==> src/sv/coprime_pair_validator_core_defines.svh <==
// ----------------------------------------------------------------------------
// Coprime pair validator assertion macros
// Shared concurrent assertion forms, clocked on clk and disabled in reset.
// ----------------------------------------------------------------------------
`ifndef COPRIME_PAIR_VALIDATOR_CORE_DEFINES_SVH
`define COPRIME_PAIR_VALIDATOR_CORE_DEFINES_SVH

// Consequent must hold in the same cycle as the antecedent.
`define CPV_ASSERT_SAME(lbl, ante, cons, msg) \
  lbl: assert property (@(posedge clk) disable iff (!rst_n) (ante) |-> (cons)) \
    else $error(msg);

// Consequent must hold in the cycle after the antecedent.
`define CPV_ASSERT_NEXT(lbl, ante, cons, msg) \
  lbl: assert property (@(posedge clk) disable iff (!rst_n) (ante) |=> (cons)) \
    else $error(msg);

`endif

==> src/sv/cpv_pkg.sv <==
// ----------------------------------------------------------------------------
// Coprime pair validator package
// Widths, counter indexes, controller types and shared helper functions.
// ----------------------------------------------------------------------------
package cpv_pkg;

  // Widths of the channel fields.
  localparam int PORT_VALUE_W = 64;
  localparam int PORT_COUNT_W = 32;

  // Widths used inside the datapath.
  localparam int VALUE_WIDTH = 64;
  localparam int COUNT_WIDTH = 32;
  localparam int SHIFT_W     = $clog2(VALUE_WIDTH);

  // Statistics counter slots.
  localparam int CNT_TOTAL   = 0;
  localparam int CNT_VALID   = 1;
  localparam int CNT_INVALID = 2;
  localparam int CNT_COPRIME = 3;
  localparam int CNT_ODD     = 4;
  localparam int CNT_ORDER   = 5;
  localparam int CNT_NUM     = 6;

  // Input action codes.
  localparam logic ACT_VALIDATE = 1'b0;
  localparam logic ACT_CLEAR    = 1'b1;

  typedef enum logic {
    ST_IDLE,
    ST_RUN
  } cpv_state_t;

  typedef struct packed {
    logic load;
    logic step;
    logic finish;
  } cpv_cmd_t;

  typedef struct packed {
    logic gcd_done;
  } cpv_status_t;

  typedef struct packed {
    logic                    pair_valid;
    logic [PORT_VALUE_W-1:0] common_divisor;
    logic                    gcd_is_one;
    logic                    both_odd_seen;
    logic                    order_holds;
    logic [PORT_COUNT_W-1:0] total_count;
    logic [PORT_COUNT_W-1:0] valid_count;
    logic [PORT_COUNT_W-1:0] invalid_count;
    logic [PORT_COUNT_W-1:0] coprime_fail_count;
    logic [PORT_COUNT_W-1:0] odd_fail_count;
    logic [PORT_COUNT_W-1:0] order_fail_count;
  } cpv_result_t;

  // Increment that holds at all ones instead of wrapping.
  function automatic logic [COUNT_WIDTH-1:0] sat_inc(input logic [COUNT_WIDTH-1:0] val);
    logic [COUNT_WIDTH-1:0] res;
    res = (val == {COUNT_WIDTH{1'b1}}) ? val : val + COUNT_WIDTH'(1);
    return res;
  endfunction

endpackage

==> src/sv/cpv_ifs.sv <==
// ----------------------------------------------------------------------------
// Coprime pair validator channel interfaces
// Valid/ready channels for the pair words and the result words.
// ----------------------------------------------------------------------------
interface cpv_in_if import cpv_pkg::*; ();
  logic                    valid;
  logic                    ready;
  logic                    action;
  logic [PORT_VALUE_W-1:0] parent_value;
  logic [PORT_VALUE_W-1:0] child_value;

  modport source (output valid, action, parent_value, child_value, input ready);
  modport sink   (input valid, action, parent_value, child_value, output ready);
endinterface

interface cpv_out_if import cpv_pkg::*; ();
  logic                    valid;
  logic                    ready;
  logic                    pair_valid;
  logic [PORT_VALUE_W-1:0] common_divisor;
  logic                    gcd_is_one;
  logic                    both_odd_seen;
  logic                    order_holds;
  logic [PORT_COUNT_W-1:0] total_count;
  logic [PORT_COUNT_W-1:0] valid_count;
  logic [PORT_COUNT_W-1:0] invalid_count;
  logic [PORT_COUNT_W-1:0] coprime_fail_count;
  logic [PORT_COUNT_W-1:0] odd_fail_count;
  logic [PORT_COUNT_W-1:0] order_fail_count;

  modport source (output valid, pair_valid, common_divisor, gcd_is_one, both_odd_seen,
                  order_holds, total_count, valid_count, invalid_count,
                  coprime_fail_count, odd_fail_count, order_fail_count,
                  input ready);
  modport sink   (input valid, pair_valid, common_divisor, gcd_is_one, both_odd_seen,
                  order_holds, total_count, valid_count, invalid_count,
                  coprime_fail_count, odd_fail_count, order_fail_count,
                  output ready);
endinterface

==> src/sv/cpv_ctrl.sv <==
// ----------------------------------------------------------------------------
// Coprime pair validator controller
// Sequences load, gcd steps and result hand-off, and owns the output valid.
// ----------------------------------------------------------------------------
module cpv_ctrl import cpv_pkg::*; (
  input  logic        clk,
  input  logic        rst_n,
  input  logic        in_valid,
  output logic        in_ready,
  output logic        out_valid,
  input  logic        out_ready,
  input  cpv_status_t status,
  output cpv_cmd_t    cmd
);

  cpv_state_t state_r, state_nxt;
  logic       out_valid_r, out_valid_nxt;

  always_comb begin
    state_nxt = state_r;
    unique case (state_r)
      ST_IDLE: begin
        if (in_valid) begin
          state_nxt = ST_RUN;
        end
      end
      ST_RUN: begin
        if (status.gcd_done && (!out_valid_r || out_ready)) begin
          state_nxt = ST_IDLE;
        end
      end
      default: state_nxt = ST_IDLE;
    endcase
  end

  always_comb begin
    cmd      = '0;
    in_ready = 1'b0;
    unique case (state_r)
      ST_IDLE: begin
        in_ready = 1'b1;
        cmd.load = in_valid;
      end
      ST_RUN: begin
        cmd.step   = !status.gcd_done;
        cmd.finish = status.gcd_done && (!out_valid_r || out_ready);
      end
      default: cmd = '0;
    endcase
  end

  // The output word stays until taken; a new finish may refill it in the same cycle.
  always_comb begin
    out_valid_nxt = out_valid_r;
    if (cmd.finish) begin
      out_valid_nxt = 1'b1;
    end else if (out_ready) begin
      out_valid_nxt = 1'b0;
    end
  end

  always_ff @(posedge clk) begin
    if (!rst_n) begin
      state_r     <= ST_IDLE;
      out_valid_r <= 1'b0;
    end else begin
      state_r     <= state_nxt;
      out_valid_r <= out_valid_nxt;
    end
  end

  assign out_valid = out_valid_r;

endmodule

==> src/sv/cpv_datapath.sv <==
// ----------------------------------------------------------------------------
// Coprime pair validator datapath
// Binary gcd unit, constraint flags, statistics counters and result register.
// ----------------------------------------------------------------------------
module cpv_datapath import cpv_pkg::*; (
  input  logic                    clk,
  input  logic                    rst_n,
  input  cpv_cmd_t                cmd,
  input  logic                    in_action,
  input  logic [PORT_VALUE_W-1:0] in_parent_value,
  input  logic [PORT_VALUE_W-1:0] in_child_value,
  output cpv_status_t             status,
  output cpv_result_t             result
);

  logic [VALUE_WIDTH-1:0] a_r, a_nxt;
  logic [VALUE_WIDTH-1:0] b_r, b_nxt;
  logic [SHIFT_W-1:0]     k_r, k_nxt;
  logic                   clr_r, clr_nxt;
  logic                   odd_r, odd_nxt;
  logic                   ord_r, ord_nxt;

  logic [VALUE_WIDTH-1:0] p_val, q_val;
  logic [VALUE_WIDTH-1:0] big_val, small_val, diff_val;
  logic                   a_lt_b;

  logic [COUNT_WIDTH-1:0] cnt_r   [CNT_NUM];
  logic [COUNT_WIDTH-1:0] cnt_nxt [CNT_NUM];

  logic [VALUE_WIDTH-1:0] gcd_val;
  logic                   cop_val, valid_val;
  cpv_result_t            res_r, res_nxt;

  assign p_val = VALUE_WIDTH'(in_parent_value);
  assign q_val = VALUE_WIDTH'(in_child_value);

  // One subtract per step: larger odd value minus smaller odd value.
  assign a_lt_b    = a_r < b_r;
  assign big_val   = a_lt_b ? b_r : a_r;
  assign small_val = a_lt_b ? a_r : b_r;
  assign diff_val  = big_val - small_val;

  // Zero operands and clear words load equal values, so they finish at once.
  assign status.gcd_done = (a_r == b_r);

  always_comb begin
    a_nxt   = a_r;
    b_nxt   = b_r;
    k_nxt   = k_r;
    clr_nxt = clr_r;
    odd_nxt = odd_r;
    ord_nxt = ord_r;
    if (cmd.load) begin
      clr_nxt = (in_action == ACT_CLEAR);
      odd_nxt = p_val[0] & q_val[0];
      ord_nxt = (p_val > q_val) && (q_val != '0);
      k_nxt   = '0;
      if (in_action == ACT_CLEAR) begin
        a_nxt = '0;
        b_nxt = '0;
      end else if ((p_val == '0) || (q_val == '0)) begin
        a_nxt = p_val | q_val;
        b_nxt = p_val | q_val;
      end else begin
        a_nxt = p_val;
        b_nxt = q_val;
      end
    end else if (cmd.step) begin
      priority if (!a_r[0] && !b_r[0]) begin
        a_nxt = a_r >> 1;
        b_nxt = b_r >> 1;
        k_nxt = k_r + SHIFT_W'(1);
      end else if (!a_r[0]) begin
        a_nxt = a_r >> 1;
      end else if (!b_r[0]) begin
        b_nxt = b_r >> 1;
      end else if (a_lt_b) begin
        b_nxt = diff_val >> 1;
      end else begin
        a_nxt = diff_val >> 1;
      end
    end
  end

  assign gcd_val   = a_r << k_r;
  assign cop_val   = (a_r == VALUE_WIDTH'(1)) && (k_r == '0);
  assign valid_val = cop_val && !odd_r && ord_r;

  always_comb begin
    for (int i = 0; i < CNT_NUM; i++) begin
      cnt_nxt[i] = cnt_r[i];
    end
    if (cmd.finish) begin
      if (clr_r) begin
        for (int i = 0; i < CNT_NUM; i++) begin
          cnt_nxt[i] = '0;
        end
      end else begin
        cnt_nxt[CNT_TOTAL] = sat_inc(cnt_r[CNT_TOTAL]);
        if (valid_val) begin
          cnt_nxt[CNT_VALID] = sat_inc(cnt_r[CNT_VALID]);
        end else begin
          cnt_nxt[CNT_INVALID] = sat_inc(cnt_r[CNT_INVALID]);
          if (!cop_val) cnt_nxt[CNT_COPRIME] = sat_inc(cnt_r[CNT_COPRIME]);
          if (odd_r)    cnt_nxt[CNT_ODD]     = sat_inc(cnt_r[CNT_ODD]);
          if (!ord_r)   cnt_nxt[CNT_ORDER]   = sat_inc(cnt_r[CNT_ORDER]);
        end
      end
    end
  end

  always_comb begin
    res_nxt = res_r;
    if (cmd.finish) begin
      res_nxt.pair_valid         = !clr_r && valid_val;
      res_nxt.common_divisor     = clr_r ? '0 : PORT_VALUE_W'(gcd_val);
      res_nxt.gcd_is_one         = !clr_r && cop_val;
      res_nxt.both_odd_seen      = !clr_r && odd_r;
      res_nxt.order_holds        = !clr_r && ord_r;
      res_nxt.total_count        = PORT_COUNT_W'(cnt_nxt[CNT_TOTAL]);
      res_nxt.valid_count        = PORT_COUNT_W'(cnt_nxt[CNT_VALID]);
      res_nxt.invalid_count      = PORT_COUNT_W'(cnt_nxt[CNT_INVALID]);
      res_nxt.coprime_fail_count = PORT_COUNT_W'(cnt_nxt[CNT_COPRIME]);
      res_nxt.odd_fail_count     = PORT_COUNT_W'(cnt_nxt[CNT_ODD]);
      res_nxt.order_fail_count   = PORT_COUNT_W'(cnt_nxt[CNT_ORDER]);
    end
  end

  always_ff @(posedge clk) begin
    if (!rst_n) begin
      for (int i = 0; i < CNT_NUM; i++) begin
        cnt_r[i] <= '0;
      end
    end else begin
      for (int i = 0; i < CNT_NUM; i++) begin
        cnt_r[i] <= cnt_nxt[i];
      end
    end
  end

  always_ff @(posedge clk) begin
    a_r   <= a_nxt;
    b_r   <= b_nxt;
    k_r   <= k_nxt;
    clr_r <= clr_nxt;
    odd_r <= odd_nxt;
    ord_r <= ord_nxt;
    res_r <= res_nxt;
  end

  assign result = res_r;

endmodule

==> src/sv/coprime_pair_validator_core.sv <==
// ----------------------------------------------------------------------------
// Coprime pair validator core
// Checks (p, q) as a generator pair of a primitive Pythagorean triple and keeps
// saturating statistics; a clear word zeroes all statistics.
// ----------------------------------------------------------------------------
//  channel   direction  words per item  contents
//  in_ch     sink       1               action, parent_value p, child_value q
//  out_ch    source     1               flags, gcd, six statistics counters
//
// A word is accepted while the block is idle, then the binary gcd unit (one
// 64-bit compare, subtract and shift per cycle) runs until its two operands
// are equal, and a finish step writes the output register. A clear word, a
// pair with a zero value or a pair of equal values needs no steps.
// Reset is synchronous and active low; it zeroes the counters and empties the
// output register. A finished result waits in the output register while the
// next word is taken; a result whose output register is still full waits
// in the gcd unit until the downstream side takes the earlier word.
`include "coprime_pair_validator_core_defines.svh"

module coprime_pair_validator_core import cpv_pkg::*; (
  input logic      clk,
  input logic      rst_n,
  cpv_in_if.sink   in_ch,
  cpv_out_if.source out_ch
);

  cpv_cmd_t    cmd;
  cpv_status_t status;
  cpv_result_t result;

  // The controller decides when to load, step and finish; it never sees data.
  cpv_ctrl u_ctrl (
    .clk       (clk),
    .rst_n     (rst_n),
    .in_valid  (in_ch.valid),
    .in_ready  (in_ch.ready),
    .out_valid (out_ch.valid),
    .out_ready (out_ch.ready),
    .status    (status),
    .cmd       (cmd)
  );

  // The datapath holds the gcd operands, constraint flags, counters and the
  // registered result word.
  cpv_datapath u_datapath (
    .clk             (clk),
    .rst_n           (rst_n),
    .cmd             (cmd),
    .in_action       (in_ch.action),
    .in_parent_value (in_ch.parent_value),
    .in_child_value  (in_ch.child_value),
    .status          (status),
    .result          (result)
  );

  assign out_ch.pair_valid         = result.pair_valid;
  assign out_ch.common_divisor     = result.common_divisor;
  assign out_ch.gcd_is_one         = result.gcd_is_one;
  assign out_ch.both_odd_seen      = result.both_odd_seen;
  assign out_ch.order_holds        = result.order_holds;
  assign out_ch.total_count        = result.total_count;
  assign out_ch.valid_count        = result.valid_count;
  assign out_ch.invalid_count      = result.invalid_count;
  assign out_ch.coprime_fail_count = result.coprime_fail_count;
  assign out_ch.odd_fail_count     = result.odd_fail_count;
  assign out_ch.order_fail_count   = result.order_fail_count;

  // A result is only written once the gcd unit has converged.
  `CPV_ASSERT_SAME(a_finish_done, cmd.finish, status.gcd_done, "finish before gcd done")
  // Load, step and finish are mutually exclusive commands.
  `CPV_ASSERT_SAME(a_cmd_onehot, 1'b1, $onehot0({cmd.load, cmd.step, cmd.finish}),
    "overlapping datapath commands")
  // After a word is taken the block is busy in the following cycle.
  `CPV_ASSERT_NEXT(a_busy_after_accept, in_ch.valid && in_ch.ready, !in_ch.ready,
    "input accepted while busy")
  // A finished item always shows up on the result channel next cycle.
  `CPV_ASSERT_NEXT(a_finish_shows, cmd.finish, out_ch.valid, "result not presented")

endmodule
==> src/flat_wrapper.sv <==
// flat-port wrapper written by rule: the top's interface ports become plain ports
module coprime_pair_validator_core_flat import cpv_pkg::*;
  (clk, rst_n, in_ch_valid, in_ch_action, in_ch_parent_value, in_ch_child_value, in_ch_ready, out_ch_valid, out_ch_pair_valid, out_ch_common_divisor, out_ch_gcd_is_one, out_ch_both_odd_seen, out_ch_order_holds, out_ch_total_count, out_ch_valid_count, out_ch_invalid_count, out_ch_coprime_fail_count, out_ch_odd_fail_count, out_ch_order_fail_count, out_ch_ready);
  cpv_in_if in_ch_i ();
  cpv_out_if out_ch_i ();
  input logic clk;
  input logic rst_n;
  input wire logic [$bits(in_ch_i.valid)-1:0] in_ch_valid;
  input wire logic [$bits(in_ch_i.action)-1:0] in_ch_action;
  input wire logic [$bits(in_ch_i.parent_value)-1:0] in_ch_parent_value;
  input wire logic [$bits(in_ch_i.child_value)-1:0] in_ch_child_value;
  output wire logic [$bits(in_ch_i.ready)-1:0] in_ch_ready;
  output wire logic [$bits(out_ch_i.valid)-1:0] out_ch_valid;
  output wire logic [$bits(out_ch_i.pair_valid)-1:0] out_ch_pair_valid;
  output wire logic [$bits(out_ch_i.common_divisor)-1:0] out_ch_common_divisor;
  output wire logic [$bits(out_ch_i.gcd_is_one)-1:0] out_ch_gcd_is_one;
  output wire logic [$bits(out_ch_i.both_odd_seen)-1:0] out_ch_both_odd_seen;
  output wire logic [$bits(out_ch_i.order_holds)-1:0] out_ch_order_holds;
  output wire logic [$bits(out_ch_i.total_count)-1:0] out_ch_total_count;
  output wire logic [$bits(out_ch_i.valid_count)-1:0] out_ch_valid_count;
  output wire logic [$bits(out_ch_i.invalid_count)-1:0] out_ch_invalid_count;
  output wire logic [$bits(out_ch_i.coprime_fail_count)-1:0] out_ch_coprime_fail_count;
  output wire logic [$bits(out_ch_i.odd_fail_count)-1:0] out_ch_odd_fail_count;
  output wire logic [$bits(out_ch_i.order_fail_count)-1:0] out_ch_order_fail_count;
  input wire logic [$bits(out_ch_i.ready)-1:0] out_ch_ready;
  assign in_ch_i.valid = in_ch_valid;
  assign in_ch_i.action = in_ch_action;
  assign in_ch_i.parent_value = in_ch_parent_value;
  assign in_ch_i.child_value = in_ch_child_value;
  assign in_ch_ready = in_ch_i.ready;
  assign out_ch_valid = out_ch_i.valid;
  assign out_ch_pair_valid = out_ch_i.pair_valid;
  assign out_ch_common_divisor = out_ch_i.common_divisor;
  assign out_ch_gcd_is_one = out_ch_i.gcd_is_one;
  assign out_ch_both_odd_seen = out_ch_i.both_odd_seen;
  assign out_ch_order_holds = out_ch_i.order_holds;
  assign out_ch_total_count = out_ch_i.total_count;
  assign out_ch_valid_count = out_ch_i.valid_count;
  assign out_ch_invalid_count = out_ch_i.invalid_count;
  assign out_ch_coprime_fail_count = out_ch_i.coprime_fail_count;
  assign out_ch_odd_fail_count = out_ch_i.odd_fail_count;
  assign out_ch_order_fail_count = out_ch_i.order_fail_count;
  assign out_ch_i.ready = out_ch_ready;
  coprime_pair_validator_core u_core (.clk(clk), .rst_n(rst_n), .in_ch(in_ch_i), .out_ch(out_ch_i));
endmodule
==> config.mk <==
export PLATFORM = sky130hd
export DESIGN_NAME = coprime_pair_validator_core_flat
export DESIGN_NICKNAME = d
export VERILOG_FILES = /design/src/sv/cpv_pkg.sv /design/src/sv/cpv_ifs.sv /design/src/sv/cpv_ctrl.sv /design/src/sv/cpv_datapath.sv /design/src/sv/coprime_pair_validator_core.sv /design/src/flat_wrapper.sv
export VERILOG_INCLUDE_DIRS = /design/src /design/src/sv
export SDC_FILE = /design/constraint.sdc
export NUM_CORES = 2
export LEC_CHECK = 0
export ABC_CLOCK_PERIOD_IN_PS = 13700
export BUFFER_PORTS_ARGS = -buffer_cell sky130_fd_sc_hd__buf_2
export CAP_MARGIN = 20
export CORE_MARGIN = 4
export CORE_UTILIZATION = 60
export CTS_CLUSTER_SIZE = 12
export DETAILED_ROUTE_END_ITERATION = 16
export PLACE_DENSITY = 0.9
export SLEW_MARGIN = 20
export SYNTH_ARGS = -nofsm -noshare
export SYNTH_HDL_FRONTEND = slang
export SYNTH_SLANG_ARGS = --single-unit
==> constraint.sdc <==
create_clock -name clk -period 13.7 [get_ports clk]
set_clock_uncertainty 0.1 [all_clocks]
set_input_delay 0 -clock clk [delete_from_list [all_inputs] [get_ports clk]]
set_output_delay 0 -clock clk [all_outputs]
set_load 0.01 [all_outputs]
Word level (Yosys, flattened, before mapping)
Memories as Yosys holds them, arrays and structs flattened.
Index checks and enable logic that the tools add are counted.
{ "classes": {"n_addsub": 8, "n_lt_le_gt_ge": 2, "n_eq_ne": 11, "shift": 1, "n_mux": 47, "bitwise_logic": 9, "reduce_logical": 29} }
{ "ops": {"columns": ["op", "n"], "rows": [
  ["64-bit 2-to-1 mux", 18],
  ["32-bit 2-to-1 mux", 16],
  ["192-bit 2-to-1 mux", 2],
  ["32-bit by 1-bit adder with 32-bit output (second input constant)", 6],
  ["32-bit == test (second input constant)", 6],
  ["64-bit logical NOT", 2],
  ["128-bit 2-to-1 mux", 1],
  ["64-bit by 1-bit == test with 1-bit output (second input constant)", 1],
  ["64-bit == test", 1],
  ["64-bit greater-than comparator", 1],
  ["64-bit < comparator", 1],
  ["64-bit bitwise OR", 1],
  ["64-bit nonzero test", 1],
  ["64-bit by 6-bit << shifter with 64-bit output", 1],
  ["64-bit subtractor", 1],
  ["1-bit logical AND", 10],
  ["1-bit 2-to-1 mux", 8],
  ["4-bit by 1-bit inequality test with 1-bit output (second input constant)", 2],
  ["6-bit by 1-bit adder with 6-bit output (second input constant)", 1],
  ["1-bit logical NOT", 6],
  ["6-bit logical NOT", 1],
  ["1-bit bitwise OR", 6],
  ["3-bit AND reduction", 2],
  ["4-bit by 2-bit inequality test with 1-bit output (second input constant)", 1],
  ["other kinds (8)", 11]
]} }
{ "word_totals": {"reg_bits": 399, "mem_bits_rw": 192, "inputBits": 133, "wordCells": 129, "mem_count": 1} }
{ "mem_list": {"columns": ["memory", "depth", "width", "rd", "rd_clocked_by_memory_dff", "write_ports", "line_no", "source"], "rows": [
  ["u_core.u_datapath.cnt_r", 6, 32, 6, 0, 6, "cpv_datapath.sv:27", "logic [COUNT_WIDTH-1:0] cnt_r [CNT_NUM];"]
]} }

Depth between registers and ports, before layout
{ "depth": {"depth_word": 9, "mapped_depth": 21, "mapped_depth_nobuf": 17} }

Modules after synthesis
From an unflattened synthesis, not the netlist that was laid out.
{ "hier_totals": {"hier_cells": 4178, "area_unflattened_um2": 37533.5} }
{ "by_module_without_submodules": {"columns": ["mod", "n_inst", "cells_each", "area_per_inst_um2", "seq_area_each_um2"], "rows": [
  ["cpv_datapath", 1, 4166, 37425.9, 15705.1],
  ["cpv_ctrl", 1, 12, 107.6, 40.0]
]} }

Worst setup path after synthesis
Ideal clock, no wire load.
{ "synth_path": {"kind": "register -> register", "startpoint": "reg u_core.u_datapath.a_r[53]", "endpoint": "reg u_core.u_datapath.res_r, in the netlist u_core.u_datapath.result[92], data pin", "arrival_ns": 10.512, "setup_slack_ns": 2.822, "path_stages_with_launch": 17, "synth_period_minus_slack_ns": 10.878, "cell_sequence": "edfxtp_1 ha_1 buf_2 nand4_1 nor4_2 nand3_1 nor4_4 and4_1 nand3_1 inv_1 o311ai_1 or3_1 clkbuf_1 nor2_1 and4_1 xnor2_1 nor2_1"} }
{ "synth_rtl": {"columns": ["item", "line_no", "source"], "rows": [
  ["start: declaration", "cpv_datapath.sv:16", "logic [VALUE_WIDTH-1:0] a_r, a_nxt;"],
  ["start signal: assignment", "cpv_datapath.sv:142", "a_r <= a_nxt;"],
  ["end signal: assignment", "cpv_datapath.sv:148", "res_r <= res_nxt;"],
  ["end: declaration", "cpv_datapath.sv:32", "cpv_result_t res_r, res_nxt;"]
]} }

==> out/results.md <==
• net count reported at finish: 4,918
• worst slack on hold paths: 0.1082 ns
• Critical Path RT: 13.99 ns
• cell breakdown of the critical path: ha_1 > nand4_1 > nor4_1 > nand4_1 > nor4_1 > nand3_1 > a211oi_2 > nand4_1 > nor4_1 > nor2b_1 > nor2b_1 > and3_1 > nand2_1 > xor2_1 > nor2_1
• dominant combinational cell family by area after synthesis: simple AND/OR/NAND/NOR gates
• Setup Buffers After CTS: 0
• data arrival time of the worst path: 7.05 ns
• xor/xnor cell area share of the yosys netlist: 0.05260
• iteration count of the initial detailed-routing pass: 11
• WP buf/inv: 0
• length in cells of the worst reg-to-reg path: 15
• startpoint type of the worst setup path: flop
• Initial Utilization: 0.6067
• Num Clock Sinks: 591
• timing-limited maximum frequency: 148.1 MHz
• compound-gate portion of the synthesized area: 0.1408
• area added between synthesis and finish: 15.67%
• total power: 8.925 mW
• GP Congestion: 1.043
• estimated wirelength of the detail-placed design: 85,960 um
• post-synthesis cell area: 0.03744 sq mm
• class of the tightest hold or removal check: input pin to flop
• Post-CTS Resized: 0
• largest incremental delay on the critical path: 0.95 ns
• cell count of the worst hold path: 3
• top-level port count: 395
• Max VDD drop: 0.0001551 V
• unrepaired setup endpoints after global routing: no
• number of rows created at floorplan: 91
• overall overflow remaining after global route: 0
• Setup Total Neg Slack: 0 ns
• unique cell type count in the Yosys netlist: 88
• maximum number of pins on one net before global-route repair: 112
• Post-Synth Simple-Gate Area: 0.2133
• clock tree from TritonCTS: done
• multiplexer share of the synthesized area: 0.05621
• Antenna Nets Post-Route: 0
• element type at the critical path end: flop
• depth of the critical timing path with buffers and inverters included: 15
• largest delay contributor family on the critical path: simple AND/OR/NAND/NOR gates
• Die Footprint: 0.06646 sq mm
• DR WL/cell: 22.60 um
• fill cell instance count of the final layout: 4,343
• post-detailed-route via-to-cell ratio: 6.416
• TritonCTS Buffers: 60
• clock root cell: clkbuf_16
• IO buf count: 394
• Seq/Total Area, Yosys: 0.4205
• maximum fanout encountered on the critical timing path: 11
• Final period util: 0.4928
• transition time of the tightest slew-check pin: 1.107 ns
• share of final-layout standard cells stronger than drive strength 1: 0.1315
• wire length of the first global-routing pass: 188,800 um
• Vert. Die Dim: 257.8 um
• Clock transition at path regs: 0.07 ns
• H-Tree Level Count: 2
• worst-case headroom to the max-slew limit: 0.2572
• P per Cell Area: 206.1 mW/mm^2
• adder-cell share of the synthesized area: 0.06784
• total vias in the final route: 35,110
• buffers from clock root to sink, at most: 3
• slowest stage cell, crit path: nor4_1
• number of nets produced by synthesis: 4,508
• synthesized instance count: 4,172
• iteration-0 DRC count of the detailed router: 5,364
• leakage component of the power: 16.93 nW
• status: finished, final reports clean
• final hold violations: 0
• asr flop ratio synth: 0
• fin. max-slew vios: 0
• clock latency on the worst-skew pair: 0.66 ns
• category of the critical setup timing path: flop to flop
• final critical-path required period: 6.751 ns
• post-synthesis area per instance: 8.974 sq um
• wire length after detailed routing: 123,600 um
• drt drc: 0
• EDFF count, synth: 391
• Setup violations, final: 0
• global-route usage over all layers: 0.3566
• number of global-route vias before repair: 32,870
• warnings from Yosys: 0
• initial antenna violation count: 7
• chip width: 257.8 um
• post-synthesis sequential element count: 591
• primary flip-flop cell chosen by synthesis mapping: edfxtp_1
• Max Cap Viol: 0
• placeable core region: 0.06171 sq mm
[synth_stat cells (85+ instances only)]
master,instances,area [sq um]
mux2i_1,100,1001
edfxtp_1,391,11740
nand4_1,85,531.8
dfxtp_1,200,4004
nand3_1,95,475.5
and2_1,166,1039
inv_1,237,889.6
o21ai_0,274,1371
nor2_1,518,1944
nor4_1,91,569.3
clkbuf_1,174,653.1
a21oi_1,228,1141
xor2_1,149,1305
nand2_1,472,1772
ha_1,203,2540
[state kept, by name, summed over array words and instances, names as in the netlist]
signal                    cells
u_core.u_datapath.a_r        64
u_core.u_datapath.ord_r       1
u_core.u_datapath.cnt_r     192
u_core.u_ctrl.out_valid       1
u_core.u_datapath.clr_r       1
u_core.u_ctrl.state_r         1
u_core.u_datapath.result    260
u_core.u_datapath.b_r        64
u_core.u_datapath.k_r         6
u_core.u_datapath.odd_r       1
[worst reg2reg max path: stages (launching register included)]
cell	delay (ns)
edfxtp_1	0.55
ha_1	0.59
nand4_1	0.41
nor4_1	0.50
nand4_1	0.28
nor4_1	0.95
nand3_1	0.38
a211oi_2	0.52
nand4_1	0.35
nor4_1	0.63
nor2b_1	0.32
nor2b_1	0.23
and3_1	0.24
nand2_1	0.09
xor2_1	0.26
nor2_1	0.07
[cell usage in the layout, fill, tap and decap left out, drive strengths merged, types with 10 or more instances in the layout]
cell           n
nor2         518
mux2i        100
o22ai         21
ha           203
xor2         150
clkinv        13
xnor2         74
o21a          19
o211ai        75
nor3          47
or3           27
mux4          45
inv          240
buf          426
nand4         85
o21bai        14
a31oi         29
o21ai        283
dlygate4sd3  148
nand3         95
a221oi        15
or2           10
nor4          94
dfxtp        200
nor2b         22
a21o          13
a22oi         45
a21oi        230
clkbuf        98
nand2        472
and2         167
edfxtp       391
and4          19
o22a          11
and3          39
a211oi        36
nand2b        58
[worst paths after layout]
check,from,end,slack [ns]
max,u_core.u_datapath.a_r[17],u_core.u_datapath.result[27],6.95
min,in_ch_child_value[58],u_core.u_datapath.b_r[58],0.11
max reg2reg,u_core.u_datapath.a_r[17],u_core.u_datapath.result[27],6.95
min reg2reg,u_core.u_datapath.cnt_r[1][21],u_core.u_datapath.cnt_r[1][21],0.46
[report_power, final]
part / switching (mW) / internal, mW
clock network: 0.712 / 0.909
registers: 0.372 / 2.22
logic: 3.02 / 1.69
total: 4.10 / 4.83
[stage by stage]
stage          instance area, sq um    util  setup slack [ns]  instances
2_1_floorplan                 37440       -             2.822       4172
3_3_place_gp                  39830  0.6455             7.368       5208
3_5_place_dp                  39830  0.6455             7.276       5208
4_1_cts                       43260  0.7010             7.285       5467
5_1_grt                       43300  0.7017             6.855       5470
6_report                      43310  0.7017             6.949       5472
[kinds of logic after synthesis]
kind of cell,count (synthesis)
simple gates,1680
compound gates,853
xor+xnor,224
mux,153
flops,591
buf+inv,468
fa+ha+maj,203
[layout make-up]
class                           count  area (sq um)  share of cell area
Inverter                          242         915.9             0.02115
Tap cell                          837          1047             0.02418
Clock inverter                     13         168.9            0.003900
Multi-Input combinational cell   3113         19920              0.4599
Timing Repair Buffer              574          3716             0.08581
Clock buffer                       98          1778             0.04106
Antenna cell                        4         10.01           0.0002311
Sequential cell                   591         15750              0.3637
[metal layers]
metal	share of wire	GRT usage
met2	0.44	0.5599
met3	0.13	0.09081
met4	0.057	0.1646
met5	0.00033	0
met1	0.37	0.4676
[timing repair]
item,4_1_cts,5_1_grt
hold buffers,148,0
endpoints found under the hold margin,181,0
endpoints found under the setup margin,0,0
No activity file was read; power rests on OpenSTA's default activity.
